<file path="src/hw/rtl/clsr_pkg.sv">
// Shared constants for the combined LCG / shuffle random number generator.
// Generator moduli, multipliers, fold constants and stream word widths.
// No dependencies.
package clsr_pkg;

	// Generator state width and multiplier width
	localparam int GEN_W  = 31;
	localparam int MUL_W  = 16;
	localparam int FOLD_W = 8;
	localparam int PROD_W = GEN_W + MUL_W;

	// Moduli are 2^31 minus a small fold constant
	localparam logic [GEN_W-1:0]  MOD_A  = 31'd2147483563;
	localparam logic [GEN_W-1:0]  MOD_B  = 31'd2147483399;
	localparam logic [FOLD_W-1:0] FOLD_A = 8'd85;
	localparam logic [FOLD_W-1:0] FOLD_B = 8'd249;
	localparam logic [MUL_W-1:0]  MUL_A  = 16'd40014;
	localparam logic [MUL_W-1:0]  MUL_B  = 16'd40692;

	// Reset values and output range
	localparam logic [GEN_W-1:0] GEN_A_INIT = 31'd1;
	localparam logic [GEN_W-1:0] GEN_B_INIT = 31'd123456789;
	localparam logic [GEN_W-1:0] TOP_SAMPLE = 31'd2147483562;

	// Warm-up steps beyond the table depth on a reseed
	localparam int WARMUP_EXTRA = 8;

	// Fraction output, Q0.24, held below one
	localparam int               FRAC_W   = 24;
	localparam logic [FRAC_W-1:0] FRAC_MAX = 24'd16777214;

	// Stream word widths
	localparam int IN_TDATA_W  = 32;
	localparam int OUT_TDATA_W = 56;

endpackage

</file>
<file path="src/hw/rtl/combined_lcg_shuffle_rng.sv">
// Combined two-modulus LCG with a Bays-Durham shuffle table held in RAM.
// Depends on clsr_pkg, clsr_gen_step and clsr_ram.
//
// Usage:
//   Input stream (s_axis): one word per request. tuser is the mode bit
//   (0 = draw, 1 = reseed from tdata then draw); tdata carries the seed.
//   Output stream (m_axis): one word per request with the sample and its
//   Q0.24 fraction.
//   A draw runs through the generator step (multiply, then fold), the
//   registered table read, the combine step and the slot computation for the
//   next draw in ST_SLOT0 and ST_SLOT1; a new request is accepted only once the
//   block is back in idle. A reseed runs 40 warm-up steps on the first
//   generator, each a multiply state and a fold state, writing the table,
//   then a normal draw. A draw that finds the first generator at zero
//   reseeds with 1 and takes as long as a reseed.
//   Reset puts the generators at 1 and 123456789 and the shuffle output at
//   zero; the table reads as zero through per-entry valid flags until an
//   entry is written, so no clearing pass is needed.
//   A stalled receiver holds the result in the output register; the next
//   request is still accepted, and its result waits for the register.
module combined_lcg_shuffle_rng import clsr_pkg::*; #(
	parameter int TABLE_DEPTH = 32
) (
	input  logic                   clk,
	input  logic                   arst_n,
	// tdata: [30:0] seed_value, [31] zero
	input  logic [IN_TDATA_W-1:0]  s_axis_tdata,
	// tuser: [0] mode
	input  logic                   s_axis_tuser,
	input  logic                   s_axis_tvalid,
	output logic                   s_axis_tready,
	// tdata: [30:0] sample, [54:31] fraction, [55] zero
	output logic [OUT_TDATA_W-1:0] m_axis_tdata,
	output logic                   m_axis_tvalid,
	input  logic                   m_axis_tready
);

	localparam int SLOT_W  = $clog2(TABLE_DEPTH);
	localparam int CNT_W   = $clog2(TABLE_DEPTH + WARMUP_EXTRA);
	localparam int DEPTH_W = $clog2(TABLE_DEPTH + 1);
	localparam int SCALE_W = GEN_W + DEPTH_W;
	localparam int PAD_W   = OUT_TDATA_W - GEN_W - FRAC_W;
	localparam logic [GEN_W-1:0] SLOT_DIV  = GEN_W'(1 + TOP_SAMPLE / TABLE_DEPTH);
	localparam logic [CNT_W-1:0] WARM_INIT = CNT_W'(TABLE_DEPTH + WARMUP_EXTRA - 1);

	// Sequencer states
	localparam logic [2:0] ST_IDLE     = 3'd0;
	localparam logic [2:0] ST_WARM_MUL = 3'd1;
	localparam logic [2:0] ST_WARM_RED = 3'd2;
	localparam logic [2:0] ST_DRAW_MUL = 3'd3;
	localparam logic [2:0] ST_DRAW_RED = 3'd4;
	localparam logic [2:0] ST_COMBINE  = 3'd5;
	localparam logic [2:0] ST_SLOT0    = 3'd6;
	localparam logic [2:0] ST_SLOT1    = 3'd7;

	logic [2:0]             state_q;
	logic [CNT_W-1:0]       cnt_q;
	logic                   seeding_q;
	logic [SLOT_W-1:0]      slot_q;
	logic [SLOT_W-1:0]      quot_q;
	logic [GEN_W-1:0]       gen_a_q;
	logic [GEN_W-1:0]       gen_b_q;
	logic [GEN_W-1:0]       shuffle_q;
	logic [GEN_W-1:0]       tab_s1;
	logic [FRAC_W-1:0]      frac_q;
	logic [TABLE_DEPTH-1:0] valid_q;
	logic                   m_valid_q;
	logic [GEN_W-1:0]       m_sample_q;
	logic [FRAC_W-1:0]      m_frac_q;

	logic                   in_fire;
	logic                   out_free;
	logic                   out_load;
	logic                   reseed_go;
	logic [GEN_W-1:0]       seed_in;
	logic [GEN_W-1:0]       load_seed;
	logic [GEN_W-1:0]       next_a;
	logic [GEN_W-1:0]       next_b;
	logic                   ram_we;
	logic [SLOT_W-1:0]      ram_waddr;
	logic [GEN_W-1:0]       ram_rdata;
	logic [GEN_W+1:0]       diff;
	logic [GEN_W+1:0]       diff_wrap;
	logic [SCALE_W-1:0]     scale;
	logic [SLOT_W:0]        quot_inc;
	logic [GEN_W:0]         slot_bound;
	logic [SLOT_W:0]        slot_raw;
	logic [SLOT_W-1:0]      slot_next;
	logic [FRAC_W:0]        frac_inc;
	logic [GEN_W:0]         frac_test;
	logic [FRAC_W:0]        frac_raw;
	logic [FRAC_W-1:0]      frac_next;

	// Generator step unit
	clsr_gen_step u_gen (
		.clk    (clk),
		.gen_a  (gen_a_q),
		.gen_b  (gen_b_q),
		.next_a (next_a),
		.next_b (next_b)
	);

	// Shuffle table; the read address follows the current slot at all times
	clsr_ram #(
		.WIDTH (GEN_W),
		.DEPTH (TABLE_DEPTH)
	) u_table (
		.clk   (clk),
		.we    (ram_we),
		.waddr (ram_waddr),
		.wdata (next_a),
		.raddr (slot_q),
		.rdata (ram_rdata)
	);

	// Handshake
	assign s_axis_tready = (state_q == ST_IDLE);
	assign in_fire       = s_axis_tvalid && s_axis_tready;
	assign out_free      = !m_valid_q || m_axis_tready;
	assign out_load      = (state_q == ST_SLOT1) && !seeding_q && out_free;

	// Seed selection: zero seed becomes one, a zero generator forces seed one
	assign seed_in   = s_axis_tdata[GEN_W-1:0];
	assign reseed_go = s_axis_tuser || (gen_a_q == '0);
	assign load_seed = (s_axis_tuser && (seed_in != '0)) ? seed_in : GEN_W'(1);

	// Table write: warm-up fills from the top slot down, a draw refills its slot
	always_comb begin
		ram_we    = 1'b0;
		ram_waddr = slot_q;
		unique case (state_q)
			ST_WARM_RED: begin
				ram_we    = (cnt_q < CNT_W'(TABLE_DEPTH));
				ram_waddr = cnt_q[SLOT_W-1:0];
			end
			ST_DRAW_RED: begin
				ram_we    = 1'b1;
			end
			default: begin
				ram_we    = 1'b0;
			end
		endcase
	end

	// Combine the table entry with the second generator, wrap into range
	assign diff      = {2'b00, tab_s1} - {2'b00, gen_b_q};
	assign diff_wrap = (diff[GEN_W+1] || (diff == '0)) ? diff + (GEN_W+2)'(TOP_SAMPLE) : diff;

	// Slot estimate: floor(x * depth / 2^31) is the quotient or one short
	assign scale      = SCALE_W'(shuffle_q) * SCALE_W'(TABLE_DEPTH);
	assign quot_inc   = (SLOT_W+1)'(quot_q) + (SLOT_W+1)'(1);
	assign slot_bound = (GEN_W+1)'(quot_inc) * (GEN_W+1)'(SLOT_DIV);
	assign slot_raw   = (slot_bound <= {1'b0, shuffle_q}) ? quot_inc : (SLOT_W+1)'(quot_q);
	assign slot_next  = (slot_raw >= (SLOT_W+1)'(TABLE_DEPTH)) ? SLOT_W'(TABLE_DEPTH - 1)
		: slot_raw[SLOT_W-1:0];

	// Fraction: x >> 7 is the quotient or one short, corrected by one test
	assign frac_inc  = (FRAC_W+1)'(shuffle_q[GEN_W-1:GEN_W-FRAC_W]) + (FRAC_W+1)'(1);
	assign frac_test = {1'b0, shuffle_q[GEN_W-FRAC_W-1:0], {FRAC_W{1'b0}}}
		+ ((GEN_W+1)'(frac_inc) * (GEN_W+1)'(FOLD_A));
	assign frac_raw  = (FRAC_W+1)'(shuffle_q[GEN_W-1:GEN_W-FRAC_W]) + (FRAC_W+1)'(frac_test[GEN_W]);
	assign frac_next = (frac_raw > (FRAC_W+1)'(FRAC_MAX)) ? FRAC_MAX : frac_raw[FRAC_W-1:0];

	// Sequencer and state registers
	always_ff @(posedge clk or negedge arst_n) begin
		if (!arst_n) begin
			state_q    <= ST_IDLE;
			cnt_q      <= '0;
			seeding_q  <= 1'b0;
			slot_q     <= '0;
			quot_q     <= '0;
			gen_a_q    <= GEN_A_INIT;
			gen_b_q    <= GEN_B_INIT;
			shuffle_q  <= '0;
			tab_s1     <= '0;
			frac_q     <= '0;
			valid_q    <= '0;
			m_valid_q  <= 1'b0;
			m_sample_q <= '0;
			m_frac_q   <= '0;
		end else begin
			// Output valid: set on a new result, cleared when the word is taken
			if (out_load) begin
				m_valid_q <= 1'b1;
			end else if (m_axis_tready) begin
				m_valid_q <= 1'b0;
			end
			if (ram_we) begin
				valid_q[ram_waddr] <= 1'b1;
			end
			unique case (state_q)
				ST_IDLE: begin
					if (in_fire) begin
						if (reseed_go) begin
							gen_a_q   <= load_seed;
							gen_b_q   <= load_seed;
							cnt_q     <= WARM_INIT;
							seeding_q <= 1'b1;
							state_q   <= ST_WARM_MUL;
						end else begin
							seeding_q <= 1'b0;
							state_q   <= ST_DRAW_RED;
						end
					end
				end
				ST_WARM_MUL: begin
					state_q <= ST_WARM_RED;
				end
				ST_WARM_RED: begin
					gen_a_q <= next_a;
					if (cnt_q == '0) begin
						shuffle_q <= next_a;
						state_q   <= ST_SLOT0;
					end else begin
						cnt_q   <= cnt_q - CNT_W'(1);
						state_q <= ST_WARM_MUL;
					end
				end
				ST_DRAW_MUL: begin
					seeding_q <= 1'b0;
					state_q   <= ST_DRAW_RED;
				end
				ST_DRAW_RED: begin
					gen_a_q <= next_a;
					gen_b_q <= next_b;
					tab_s1  <= valid_q[slot_q] ? ram_rdata : '0;
					state_q <= ST_COMBINE;
				end
				ST_COMBINE: begin
					shuffle_q <= diff_wrap[GEN_W-1:0];
					state_q   <= ST_SLOT0;
				end
				ST_SLOT0: begin
					quot_q  <= scale[GEN_W +: SLOT_W];
					frac_q  <= frac_next;
					state_q <= ST_SLOT1;
				end
				ST_SLOT1: begin
					slot_q <= slot_next;
					if (seeding_q) begin
						state_q <= ST_DRAW_MUL;
					end else if (out_free) begin
						m_sample_q <= shuffle_q;
						m_frac_q   <= frac_q;
						state_q    <= ST_IDLE;
					end
				end
				default: begin
					state_q <= ST_IDLE;
				end
			endcase
		end
	end

	// Output word
	assign m_axis_tvalid = m_valid_q;
	assign m_axis_tdata  = {{PAD_W{1'b0}}, m_frac_q, m_sample_q};

endmodule

</file>
<file path="src/hw/rtl/clsr_ram.sv">
// Generic simple dual-port RAM: one write port, one read port, registered read.
// Used for the shuffle table. No dependencies.
module clsr_ram #(
	parameter int WIDTH = 31,
	parameter int DEPTH = 32
) (
	input  logic                     clk,
	input  logic                     we,
	input  logic [$clog2(DEPTH)-1:0] waddr,
	input  logic [WIDTH-1:0]         wdata,
	input  logic [$clog2(DEPTH)-1:0] raddr,
	output logic [WIDTH-1:0]         rdata
);

	logic [WIDTH-1:0] mem [DEPTH];

	// Write port and registered read port
	always_ff @(posedge clk) begin
		if (we) begin
			mem[waddr] <= wdata;
		end
		rdata <= mem[raddr];
	end

endmodule

</file>
<file path="src/hw/rtl/clsr_gen_step.sv">
// Step of both congruential generators: x * mul mod m.
// Product is registered, then folded using 2^31 = fold (mod m).
// Depends on clsr_pkg.
module clsr_gen_step import clsr_pkg::*; (
	input  logic             clk,
	input  logic [GEN_W-1:0] gen_a,
	input  logic [GEN_W-1:0] gen_b,
	output logic [GEN_W-1:0] next_a,
	output logic [GEN_W-1:0] next_b
);

	logic [PROD_W-1:0] prod_a_s1;
	logic [PROD_W-1:0] prod_b_s1;

	// Fold high part back in, one conditional subtract finishes the reduction
	function automatic logic [GEN_W-1:0] fold_mod(
		input logic [PROD_W-1:0] p,
		input logic [FOLD_W-1:0] c,
		input logic [GEN_W-1:0]  m
	);
		logic [GEN_W:0] t;
		t = {1'b0, p[GEN_W-1:0]}
			+ ((GEN_W+1)'(p[PROD_W-1:GEN_W]) * (GEN_W+1)'(c));
		if (t >= {1'b0, m}) begin
			t = t - {1'b0, m};
		end
		return t[GEN_W-1:0];
	endfunction

	// Multiplier stage
	always_ff @(posedge clk) begin
		prod_a_s1 <= PROD_W'(gen_a) * PROD_W'(MUL_A);
		prod_b_s1 <= PROD_W'(gen_b) * PROD_W'(MUL_B);
	end

	assign next_a = fold_mod(prod_a_s1, FOLD_A, MOD_A);
	assign next_b = fold_mod(prod_b_s1, FOLD_B, MOD_B);

endmodule

</file>
<file path="config.mk">
export PLATFORM = sky130hd
export DESIGN_NAME = combined_lcg_shuffle_rng
export DESIGN_NICKNAME = d
export VERILOG_FILES = /design/src/hw/rtl/clsr_pkg.sv /design/src/hw/rtl/combined_lcg_shuffle_rng.sv /design/src/hw/rtl/clsr_ram.sv /design/src/hw/rtl/clsr_gen_step.sv
export SDC_FILE = /design/constraint.sdc
export NUM_CORES = 2
export LEC_CHECK = 0
export ABC_CLOCK_PERIOD_IN_PS = 7600
export BUFFER_PORTS_ARGS = -buffer_cell sky130_fd_sc_hd__buf_2
export CAP_MARGIN = 20
export CORE_MARGIN = 4
export CORE_UTILIZATION = 50
export DETAILED_ROUTE_END_ITERATION = 10
export PLACE_DENSITY_LB_ADDON = 0.3
export SYNTH_ARGS = -nofsm -noshare
export SYNTH_HDL_FRONTEND = slang
export SYNTH_HIERARCHICAL = 1
export SYNTH_SLANG_ARGS = --single-unit
</file>
<file path="constraint.sdc">
create_clock -name clk -period 7.6 [get_ports clk]
set_input_delay 0.38 -clock clk [delete_from_list [all_inputs] [get_ports clk]]
set_output_delay 0.38 -clock clk [all_outputs]
set_load 0.005 [all_outputs]
</file>
==> flow_metrics.tcl <==
set metrics [dict create \
    ys_ff_latch 1370 \
    max_stage_delay_ns 0.52 \
    worstPathArrival_ns 8.11 \
    setup_viol 0 \
    whs_ns 0.0535 \
    drive_gt1_share_pct 11.5 \
    ys.flop_type "edfxtp_1" \
    hold_viol 0 \
    final_cell_count_no_fill 9479 \
    drt-vias-per-instance 5.88 \
    cts_tree "built" \
    antenna_left 0 \
    place_ws_ns -0.277 \
    drtIter0Drc 4771 \
    stdcell_area_mm2 0.0935 \
    critPathLaunch "shuffle_q[15]" \
    cts-htree-levels 4 \
    clk_latency_ns 0.79 \
    io_buffer_count 92 \
    overflow 0 \
    critPathSlowestCell "or4_4" \
    die_h_um 418 \
    die_w_um 418 \
    grt_pass1_vias 56000 \
    crit_family "adder cells" \
    dp_hpwl_mm 160 \
    yosysSeqAreaShare_pct 46.0 \
    tightest_slew_ns 1.18 \
    synth_edf_count 992 \
    slew_viol_final 0 \
    core_area_mm2 0.167 \
    rsz0062_at_grt "true" \
    drt_pass1_iterations 6 \
    status "finished clean" \
    syn_inst 6950 \
    dieArea_mm2 0.175 \
    synth_area_mm2 0.0841 \
    timing.critical_path.buf_inv 7 \
    worst_slack_ns 0.125 \
    final.setup_skew_ns 0.0604 \
    worstReg2RegStart "shuffle_q[15]" \
    grt_first_pass_wirelength_mm 346 \
    hp-class "input pin to flop" \
    rows 150 \
    clockBufferDepth 3 \
    dpl-instance-area_mm2 0.0884 \
    fin_crit_sh_pct 98.4 \
    cts_buffers 143 \
    wl_per_cell_um 24.1 \
    pin_count 95 \
    slew_headroom_pct 21.0 \
    synthArstFlopShare_pct 18.7 \
    wirelength_mm 229 \
    cts-root-buf "clkbuf_16" \
    end_kind "flop" \
    antenna_found_initial 14 \
    initial_utilization_pct 50.3 \
    crit_top_cell "a21o_1" \
    path_clk_slew_ns 0.07 \
    worstPathMaxFanout 7 \
    yosysUniqueCellTypes 107 \
    synth_area_per_cell_um2 12.1 \
    rr_endpoint "frac_q[0]" \
    cp_num_cells 35 \
    synth_nets 8122 \
    finalCriticalPeriod_ns 7.48 \
    ys_warn_count 6 \
    max_cap_viol_count 0 \
    dp.cells 9195 \
    vias 55800 \
    layout.nets 8317 \
    drc_errors 0 \
    grt_max_degree 133 \
    cts.sinks 1370 \
    ff2ff_path_depth 35 \
    critPathLaunchType "flop" \
    gp_congestion 0.941 \
    crit_end "frac_q[0]" \
    syn_to_final_growth_pct 11.2 \
    critical_path_class "flop to flop" \
    fillCellCount 13800 \
    required_ns 8.24 \
    max_freq_ghz 0.134 \
    rrSetupSlack_ns 0.12 \
    grt_use_total_pct 26.1 \
]
## registers in the layout (all words and copies together) (netlist names), 6 cells and up
| name | flops |
|---|---|
| cnt_q | 6 |
| frac_q | 24 |
| gen_a_q | 31 |
| gen_b_q | 31 |
| m_frac_q | 24 |
| m_sample_q | 31 |
| shuffle_q | 31 |
| tab_s1 | 31 |
| u_gen/prod_a_s1 | 46 |
| u_gen/prod_b_s1 | 45 |
| u_table/mem | 992 |
| u_table/rdata | 31 |
| valid_q | 32 |
## what timing repair did
action | CTS | global route
resized for setup | 9 | 58
setup endpoints to repair | 24 | 34
hold buffers | 4 | 0
pin swaps | 0 | 27
buffers inserted | 0 | 3
endpoints found under the hold margin | 71 | 0
## layout make-up
| cell class | count | area [um^2] | share of cell area (%) |
|---|---|---|---|
| multi-input cells | 4504 | 42100 | 45.0 |
| flip-flops and latches | 1370 | 38700 | 41.3 |
| clock buffers | 203 | 4080 | 4.36 |
| inverters | 814 | 3060 | 3.27 |
| well taps | 2204 | 2760 | 2.95 |
| repair buffers | 312 | 2280 | 2.44 |
| clock inverters | 64 | 572 | 0.611 |
| diodes | 8 | 20.0 | 0.0214 |
## layer usage
metal	wire length, um	GRT usage (%)
met2	108000	42.3
met1	95500	35.1
met3	16400	4.69
met4	9130	9.90
met5	9	0
## synth_stat cells (all sizes together), types with 20 or more instances
cell type / count / area [um^2]
a2111oi: 23 / 304
a211oi: 60 / 465
a21o: 157 / 1180
a21oi: 359 / 1800
a22o: 93 / 815
a22oi: 99 / 743
a31oi: 64 / 400
and2: 32 / 200
and3: 35 / 220
and4: 20 / 175
buf: 94 / 598
clkbuf: 167 / 636
dfrtp: 239 / 5980
dfxtp: 122 / 2440
edfxtp: 992 / 29800
fa: 507 / 10100
ha: 628 / 7860
inv: 814 / 3060
mux2: 83 / 935
mux2i: 521 / 5220
nand2: 375 / 1410
nand2b: 31 / 194
nand3: 171 / 856
nand4: 56 / 380
nor2: 290 / 1090
nor2b: 25 / 156
nor3: 87 / 440
nor4: 34 / 219
o21a: 26 / 195
o21ai: 195 / 987
o21bai: 23 / 173
or3: 28 / 175
xnor2: 134 / 1170
xor2: 103 / 902
## layout by cell type, fill, tap and decap left out, types with 25 or more instances in the layout
cell	n
buf_4	203
and2_1	28
nand4_1	54
xor2_1	87
nand2_1	371
ha_1	624
and3_1	34
inv_1	808
dfxtp_1	122
nand3_1	167
or3_1	27
o21ai_0	180
nor3_1	84
nor4_1	30
clkbuf_16	148
mux2_2	83
mux2i_1	521
clkbuf_1	37
buf_2	91
fa_1	506
xnor2_1	121
a22o_1	93
nor2_4	35
a21o_1	156
nor2_1	249
a22oi_1	99
a211oi_1	57
dfrtp_1	238
a31oi_1	62
nand2b_1	30
edfxtp_1	992
a21oi_1	343
o21a_1	25
## kinds of logic (layout without fill, tap and decap cells)
kind of cell | Yosys count | in the layout | synth area share, %
compound gates | 1263 | 1263 | 10.2
flops | 1370 | 1370 | 46.0
fa+ha+maj | 1135 | 1135 | 21.4
simple gates | 1254 | 1254 | 7.28
buf+inv | 1076 | 1393 | 5.11
other cells | 1 | 9 | 0.00446
mux | 614 | 614 | 7.58
xor+xnor | 237 | 237 | 2.47
## per-stage QoR
step	setup TNS, ns	utilization, %
2_1_floorplan	0	-
6_report	0	55.9
3_3_place_gp	-4.12	52.9
3_5_place_dp	-5.46	52.9
5_1_grt	-3.42	55.9
4_1_cts	0	55.7
## worst min path at each step
| stage | depth (start not counted) | startpoint | end |
|---|---|---|---|
| 2_1_floorplan | 0 | arst_n | cnt_q[0] |
| 3_3_place_gp | 1 | arst_n | gen_a_q[30] |
| 3_5_place_dp | 1 | arst_n | gen_a_q[25] |
| 4_1_cts | 5 | s_axis_tdata[19] | gen_a_q[19] |
| 5_1_grt | 5 | s_axis_tdata[18] | gen_a_q[18] |
| 6_report | 5 | s_axis_tdata[24] | gen_a_q[24] |
## worst reg2reg max path, delay by kind of cell (launching register included)
kind                       cells  cell delay (ns)
muxes                          1             0.22
buffers and inverters          7             0.51
adders and majority gates      6             2.25
xor gates and xnor gates       2             0.30
DFF                            1             0.35
and+or+nand+nor                9             2.15
AOI/OAI and AO/OA             10             1.58
Power is left out: the tool's default activity adds up to more than one toggle a clock period on the data nets, which glitch-free logic cannot reach.
